### src/assert_macros.svh
// Assertion macros used by the rational arithmetic unit controller.
`ifndef ASSERT_MACROS_SVH
`define ASSERT_MACROS_SVH
`ifndef SYNTHESIS
// Clocked property with asynchronous active-low reset disable.
`define RAU_ASSERT(lbl, clk, rst_n, prop, msg) \
	lbl: assert property (@(posedge clk) disable iff (!rst_n) prop) else $error(msg);
// Clocked property checked during reset too.
`define RAU_ASSERT_NR(lbl, clk, prop, msg) \
	lbl: assert property (@(posedge clk) prop) else $error(msg);
`else
`define RAU_ASSERT(lbl, clk, rst_n, prop, msg)
`define RAU_ASSERT_NR(lbl, clk, prop, msg)
`endif
`endif

### src/rau_pkg.sv
// Types, constants and codes of the rational arithmetic unit.
package rau_pkg;

	localparam int VALUE_WIDTH = 32;
	localparam int PORT_WIDTH  = 32;
	localparam int W2          = 2 * VALUE_WIDTH;
	localparam int CNT_W       = $clog2(W2);

	typedef enum logic [2:0] {
		OP_ADD = 3'd0,
		OP_SUB = 3'd1,
		OP_MUL = 3'd2,
		OP_DIV = 3'd3,
		OP_EQ  = 3'd4,
		OP_LT  = 3'd5
	} opcode_t;

	typedef enum logic [1:0] {
		ST_OK       = 2'd0,
		ST_ZERO_DEN = 2'd1,
		ST_DIV_ZERO = 2'd2,
		ST_OVERFLOW = 2'd3
	} status_t;

	typedef enum logic [2:0] {
		S_IDLE,
		S_MUL,
		S_SUM,
		S_GCD,
		S_DIV,
		S_FIN
	} state_t;

	typedef struct packed {
		logic [2:0]                   opcode;
		logic signed [PORT_WIDTH-1:0] a_num;
		logic [PORT_WIDTH-1:0]        a_den;
		logic signed [PORT_WIDTH-1:0] b_num;
		logic [PORT_WIDTH-1:0]        b_den;
	} req_t;

	typedef struct packed {
		logic signed [PORT_WIDTH-1:0] res_num;
		logic [PORT_WIDTH-1:0]        res_den;
		logic                         compare_true;
		logic [1:0]                   status;
	} rsp_t;

	typedef struct packed {
		logic       load_in;
		logic       mul_en;
		logic [1:0] mul_sel;
		logic       sum_en;
		logic       gcd_step;
		logic       div_step;
		logic       load_res;
	} cmd_t;

	typedef struct packed {
		logic early;
		logic gcd_done;
	} sts_t;

endpackage

### src/rau_ctrl.sv
// Controller: sequences multiply, sum, GCD and divide steps and the result handshake.
`include "assert_macros.svh"
module rau_ctrl (
	input  logic          clk,
	input  logic          arst_n,
	input  logic          req_valid,
	output logic          req_ready,
	output logic          rsp_valid,
	input  logic          rsp_ready,
	input  rau_pkg::sts_t sts,
	output rau_pkg::cmd_t cmd
);
	localparam int CW = rau_pkg::CNT_W;

	rau_pkg::state_t state_q, state_n;
	logic [CW-1:0]   cnt_q;
	logic            out_valid_q;
	logic            slot_free;

	assign slot_free = !out_valid_q || rsp_ready;

	// next state
	always_comb begin
		state_n = state_q;
		case (state_q)
			rau_pkg::S_IDLE: if (req_valid) state_n = rau_pkg::S_MUL;
			rau_pkg::S_MUL:  if (cnt_q == CW'(2)) state_n = rau_pkg::S_SUM;
			rau_pkg::S_SUM:  state_n = rau_pkg::S_GCD;
			rau_pkg::S_GCD: begin
				if (sts.early) state_n = rau_pkg::S_FIN;
				else if (sts.gcd_done) state_n = rau_pkg::S_DIV;
			end
			rau_pkg::S_DIV:  if (cnt_q == CW'(rau_pkg::W2 - 1)) state_n = rau_pkg::S_FIN;
			rau_pkg::S_FIN:  if (slot_free) state_n = rau_pkg::S_IDLE;
			default:         state_n = rau_pkg::S_IDLE;
		endcase
	end

	// commands
	always_comb begin
		cmd          = '0;
		req_ready    = state_q == rau_pkg::S_IDLE;
		cmd.load_in  = req_ready && req_valid;
		cmd.mul_en   = state_q == rau_pkg::S_MUL;
		cmd.mul_sel  = cnt_q[1:0];
		cmd.sum_en   = state_q == rau_pkg::S_SUM;
		cmd.gcd_step = (state_q == rau_pkg::S_GCD) && !sts.early && !sts.gcd_done;
		cmd.div_step = state_q == rau_pkg::S_DIV;
		cmd.load_res = (state_q == rau_pkg::S_FIN) && slot_free;
	end

	// state, step counter, result valid
	always_ff @(posedge clk or negedge arst_n) begin
		if (!arst_n) begin
			state_q     <= rau_pkg::S_IDLE;
			cnt_q       <= '0;
			out_valid_q <= 1'b0;
		end else begin
			state_q <= state_n;
			if (state_q == rau_pkg::S_MUL || state_q == rau_pkg::S_DIV) cnt_q <= cnt_q + 1'b1;
			else cnt_q <= '0;
			if (cmd.load_res) out_valid_q <= 1'b1;
			else if (rsp_ready) out_valid_q <= 1'b0;
		end
	end

	assign rsp_valid = out_valid_q;

	`RAU_ASSERT(a_load_free, clk, arst_n, cmd.load_res |-> (!out_valid_q || rsp_ready), "result overwritten")
	`RAU_ASSERT(a_accept_mul, clk, arst_n, (req_valid && req_ready) |=> (state_q == rau_pkg::S_MUL), "accept did not start")
	`RAU_ASSERT(a_div_len, clk, arst_n, (cmd.div_step && cnt_q == CW'(rau_pkg::W2 - 1)) |=> (state_q == rau_pkg::S_FIN), "divide overran")
	`RAU_ASSERT_NR(a_rst_idle, clk, !arst_n |-> (state_q == rau_pkg::S_IDLE && !out_valid_q), "reset not idle")
endmodule
### config.mk
export PLATFORM = sky130hd
export DESIGN_NAME = rau_ctrl
export DESIGN_NICKNAME = d
export VERILOG_FILES = /design/src/rau_pkg.sv /design/src/rau_ctrl.sv
export VERILOG_INCLUDE_DIRS = /design/src /design/src/src
export SDC_FILE = /design/constraint.sdc
export NUM_CORES = 1
export LEC_CHECK = 0
export BUFFER_PORTS_ARGS = -buffer_cell sky130_fd_sc_hd__buf_2
export CORE_MARGIN = 2
export CORE_UTILIZATION = 45
export CTS_CLUSTER_DIAMETER = 100
export DETAILED_ROUTE_END_ITERATION = 12
export PLACE_DENSITY = 0.75
export SLEW_MARGIN = 20
export SYNTH_ARGS = -nofsm -noshare
export SYNTH_HDL_FRONTEND = slang
export SYNTH_SLANG_ARGS = --single-unit
### constraint.sdc
create_clock -name clk -period 1.8 [get_ports clk]
set_input_delay 0.36 -clock clk [delete_from_list [all_inputs] [get_ports clk]]
set_output_delay 0.36 -clock clk [all_outputs]
set_load 0.03 [all_outputs]
==> impl_results.md <==
- Outcome: finished clean
- Overall routed net length: 1140 µm
- Cell types with the largest area share after synthesis: sky130_fd_sc_hd__dfrtp_1 (42%), sky130_fd_sc_hd__nor2_1 (6.3%), sky130_fd_sc_hd__ha_1 (4.2%)
- Routed via count divided by cell count: 5.17
- Floorplan row count: 13
- Area of the die: 0.00164 mm²
- Warnings from Yosys: 0
- Overall Power: 0.00122 W
- Share of the synthesized area in the top cell type: 41.8%
- WP data arrival: 1380 ps
- Required time of the worst setup path: 1440 ps
- CP Capture Type: output port
- Final antenna-violating net count: 0
- First-pass GRT wire length: 1730 µm
- Lkg Pwr: roughly 0.36 nW
- Power share of the combinational group: 51.5%
- Startpoint type of the worst setup path: flop
- Sw Share: 45.7%
- Width of the die: 40.5 µm
- Post-Place Cell Area: 663 µm²
- Total global-route track usage: 16.9%
- Num CTS Buffers: 3
- Largest area contributor in the synthesized netlist: sky130_fd_sc_hd__dfrtp_1
- Pin count of the biggest net entering global routing: 12
- Total vias in the final route: 512
- Pint: 0.000664 W
- PortBufs: 15
- Number of remaining DRC errors: 0
- Total number of nets in the final design: between 90 and 100
- Worst path top cell family by delay: flip-flops
- CTS max path bufs: 2
- IR drop worst, VDD: between 1000 and 1500 µV
- Synth Register Bits: 10
- Starting utilization of the core area: 47.2%
- Routed len/inst: 11.5 µm
- Antenna Cells: 0
- Sequential cell fraction of total power: 32.0%
- Type of the worst setup path: flop to output port
- Ports: 16
- Clock Pin Slew Worst Setup and Hold Paths: 70 ps
- Final instance area: 734 µm²
- Min-delay worst type: input pin to flop
- Transition time at the pin with the least slew margin: 318 ps
- Detailed placement HPWL: 820 µm
- Core Region: 0.00127 mm²
- Worst-case hold slack: 453 ps
- Fin Setup TNS: 0 ps
- Proportion of power drawn by the clock network: 16.5%
- Synthesized area divided by synthesized cell count: 9.08 µm²
- DIE HEIGHT: 40.5 µm
- Sink Count: 10
- Vias in the first global route: 393
- Cells after Synth: 66
- Max-cap violation count: 0
- Post-layout minimum cycle time: 1740 ps
- Worst slew margin relative to its limit: 78.8%
- Final weighted congestion in routability-driven placement: between 0.7 and 0.8
- Crit-path max cell delay: 490 ps
- Maximum level of the CTS H-tree: 1
- Power density over the cells: 1660 mW/mm²
- Cell at the root of the clock tree: sky130_fd_sc_hd__clkbuf_4
- Final critical-path share of the clock period: 96.5%
- RSZ-0062 raised after global routing: no
- Cell at the slowest stage of the critical path: sky130_fd_sc_hd__dfrtp_1
- Synthesized Nets: 74
- Part of the Yosys area used for sequential elements: 41.8%
- Final setup viols: 0
- Synth-to-Final Area Change: 22.5%
- Starting DRT DRC Count: 11
- Antenna violations before repair: 0
- Clock tree from TritonCTS: done
- Critical Path, Cell by Cell: or2b_1 > nor2_1 > buf_2
- Final Slew Violations: 0
- Largest fanout on the critical path: 11
- Global route overflow: 0
- Final hold vios: 0
- Synth Cell Area: around 600 µm²
- Post-layout utilization of the core: 57.9%
- Largest clock skew in the final design: 1.93 ps
- Number of distinct library cell variants in the gate-level netlist after synthesis: 28
- Clock latency of the later-clocked register in the worst-skew pair: about 260 ps
- Pre-antenna DRT Iters: 4
- Fraction of layout cells with a size suffix above 1: 31.0%
- Sum of buffers and inverters on the critical path: 1
- Sw Pwr: between 0.0005 and 0.0006 W
- Fmax: 0.576 GHz
-- worst register-to-register path, delay by kind of cell, from the launching register on --
family | cells | cell delay, ps
compound gates | 2 | 410
simple gates | 1 | 270
flops | 1 | 430
buf+inv | 2 | 300
-- power by group through the flow --
stage / registers, W / clock network, W / logic, W
after floorplan: 0.000361 / 0 / 0.000522
final: 0.000391 / 0.000202 / 0.000629
after global routing: 0.000408 / 0.000213 / 0.000691
after CTS: 0.000405 / 0.000204 / 0.000576
after detailed placement: 0.000407 / 0 / 0.000574
after global placement: 0.000401 / 0 / 0.000566
-- what timing repair did --
item	CTS	global route
resized for setup	1	2
cloned	0	0
hold buffers	1	0
endpoints found under the hold margin	10	0
buffers inserted	0	3
setup endpoints to repair	1	1
-- cell families after synthesis --
| kind of cell | Yosys count | share of synthesized area, % |
|---|---|---|
| xor+xnor | 3 | 4.38 |
| compound gates | 11 | 12.1 |
| fa+ha+maj | 2 | 4.17 |
| simple gates | 33 | 30.5 |
| flops | 10 | 41.8 |
| buf+inv | 7 | 7.10 |
-- cell type report --
class                           count  area, µm²
Clock buffer                        4       36.3
Fill cell                         120        534
Inverter                            2       7.51
Multi-Input combinational cell     49        312
Sequential cell                    10        253
Tap cell                           15       18.8
Timing Repair Buffer               19        108
-- routing by layer --
layer | vias up | GRT usage, % | share of wire [%]
met5 | - | 0 | 0
met4 | 0 | 10.0 | 1.6
met3 | 2 | 5.00 | 3.9
met2 | 10 | 25.4 | 50
met1 | 241 | 21.2 | 45
li1 | 259 | - | -
-- sequential cells by signal (all words and copies together), names as in the netlist --
name	flops
cnt_q	6
state_q	3
rsp_valid	1
-- synthesized netlist by cell type --
cell                       number
sky130_fd_sc_hd__a21o_1         2
sky130_fd_sc_hd__a21oi_1        1
sky130_fd_sc_hd__a221oi_1       1
sky130_fd_sc_hd__a31oi_1        1
sky130_fd_sc_hd__and2_1         1
sky130_fd_sc_hd__and2b_1        1
sky130_fd_sc_hd__buf_2          1
sky130_fd_sc_hd__buf_4          2
sky130_fd_sc_hd__buf_6          1
sky130_fd_sc_hd__clkbuf_1       1
sky130_fd_sc_hd__dfrtp_1       10
sky130_fd_sc_hd__ha_1           2
sky130_fd_sc_hd__inv_1          2
sky130_fd_sc_hd__nand2_1        5
sky130_fd_sc_hd__nand2b_1       2
sky130_fd_sc_hd__nand3_1        3
sky130_fd_sc_hd__nor2_1        10
sky130_fd_sc_hd__nor2b_1        2
sky130_fd_sc_hd__nor3_1         3
sky130_fd_sc_hd__nor3b_1        2
sky130_fd_sc_hd__nor4_4         1
sky130_fd_sc_hd__o21ai_0        4
sky130_fd_sc_hd__o31ai_1        1
sky130_fd_sc_hd__o32a_1         1
sky130_fd_sc_hd__or2b_1         2
sky130_fd_sc_hd__or3_1          1
sky130_fd_sc_hd__xnor2_1        1
sky130_fd_sc_hd__xor2_1         2
-- per-stage QoR --
step,cells,setup WS [ps]
5_1_grt,99,0.609
6_report,99,62.8
3_3_place_gp,91,328
4_1_cts,96,11.4
2_1_floorplan,66,4.42
3_5_place_dp,91,260
-- path summary, 6_finish.rpt --
kind | start | end | slack, ps | cells past startpoint
worst max-delay path | state_q[1] | cmd[0] | 60 | 3
worst min-delay path | sts[0] | state_q[2] | 450 | 3
worst max register to register | state_q[2] | state_q[0] | 290 | 5
worst min register to register | cnt_q[0] | cnt_q[0] | 540 | 1
max in group asynchronous | arst_n | state_q[2] | 1120 | 2
min in group asynchronous | arst_n | rsp_valid | 480 | 2
-- placed cells by master (no fill, tap or decap) --
cell type / instances
sky130_fd_sc_hd__buf_2: 14
sky130_fd_sc_hd__nor2_1: 10
sky130_fd_sc_hd__dfrtp_1: 8
sky130_fd_sc_hd__nand2_1: 5
sky130_fd_sc_hd__o21ai_0: 4
sky130_fd_sc_hd__nand3_1: 3
sky130_fd_sc_hd__clkbuf_4: 3
sky130_fd_sc_hd__buf_4: 3
sky130_fd_sc_hd__nor3b_1: 2
sky130_fd_sc_hd__nand2b_1: 2
sky130_fd_sc_hd__or2b_1: 2
sky130_fd_sc_hd__a21o_1: 2
sky130_fd_sc_hd__xor2_1: 2
sky130_fd_sc_hd__inv_1: 2
sky130_fd_sc_hd__nor3_1: 2
sky130_fd_sc_hd__nor2b_1: 2
sky130_fd_sc_hd__ha_1: 2
sky130_fd_sc_hd__dfrtp_2: 2
sky130_fd_sc_hd__nor3_2: 1
sky130_fd_sc_hd__xnor2_1: 1
sky130_fd_sc_hd__and2b_1: 1
sky130_fd_sc_hd__or3_1: 1
sky130_fd_sc_hd__a21oi_1: 1
sky130_fd_sc_hd__and2_1: 1
sky130_fd_sc_hd__nor4_4: 1
sky130_fd_sc_hd__a31oi_1: 1
sky130_fd_sc_hd__o31ai_1: 1
sky130_fd_sc_hd__a221oi_1: 1
sky130_fd_sc_hd__o32a_1: 1
sky130_fd_sc_hd__clkbuf_8: 1
sky130_fd_sc_hd__dlygate4sd3_1: 1
sky130_fd_sc_hd__clkbuf_2: 1
Note: power is estimated with default switching activity, not from simulation.
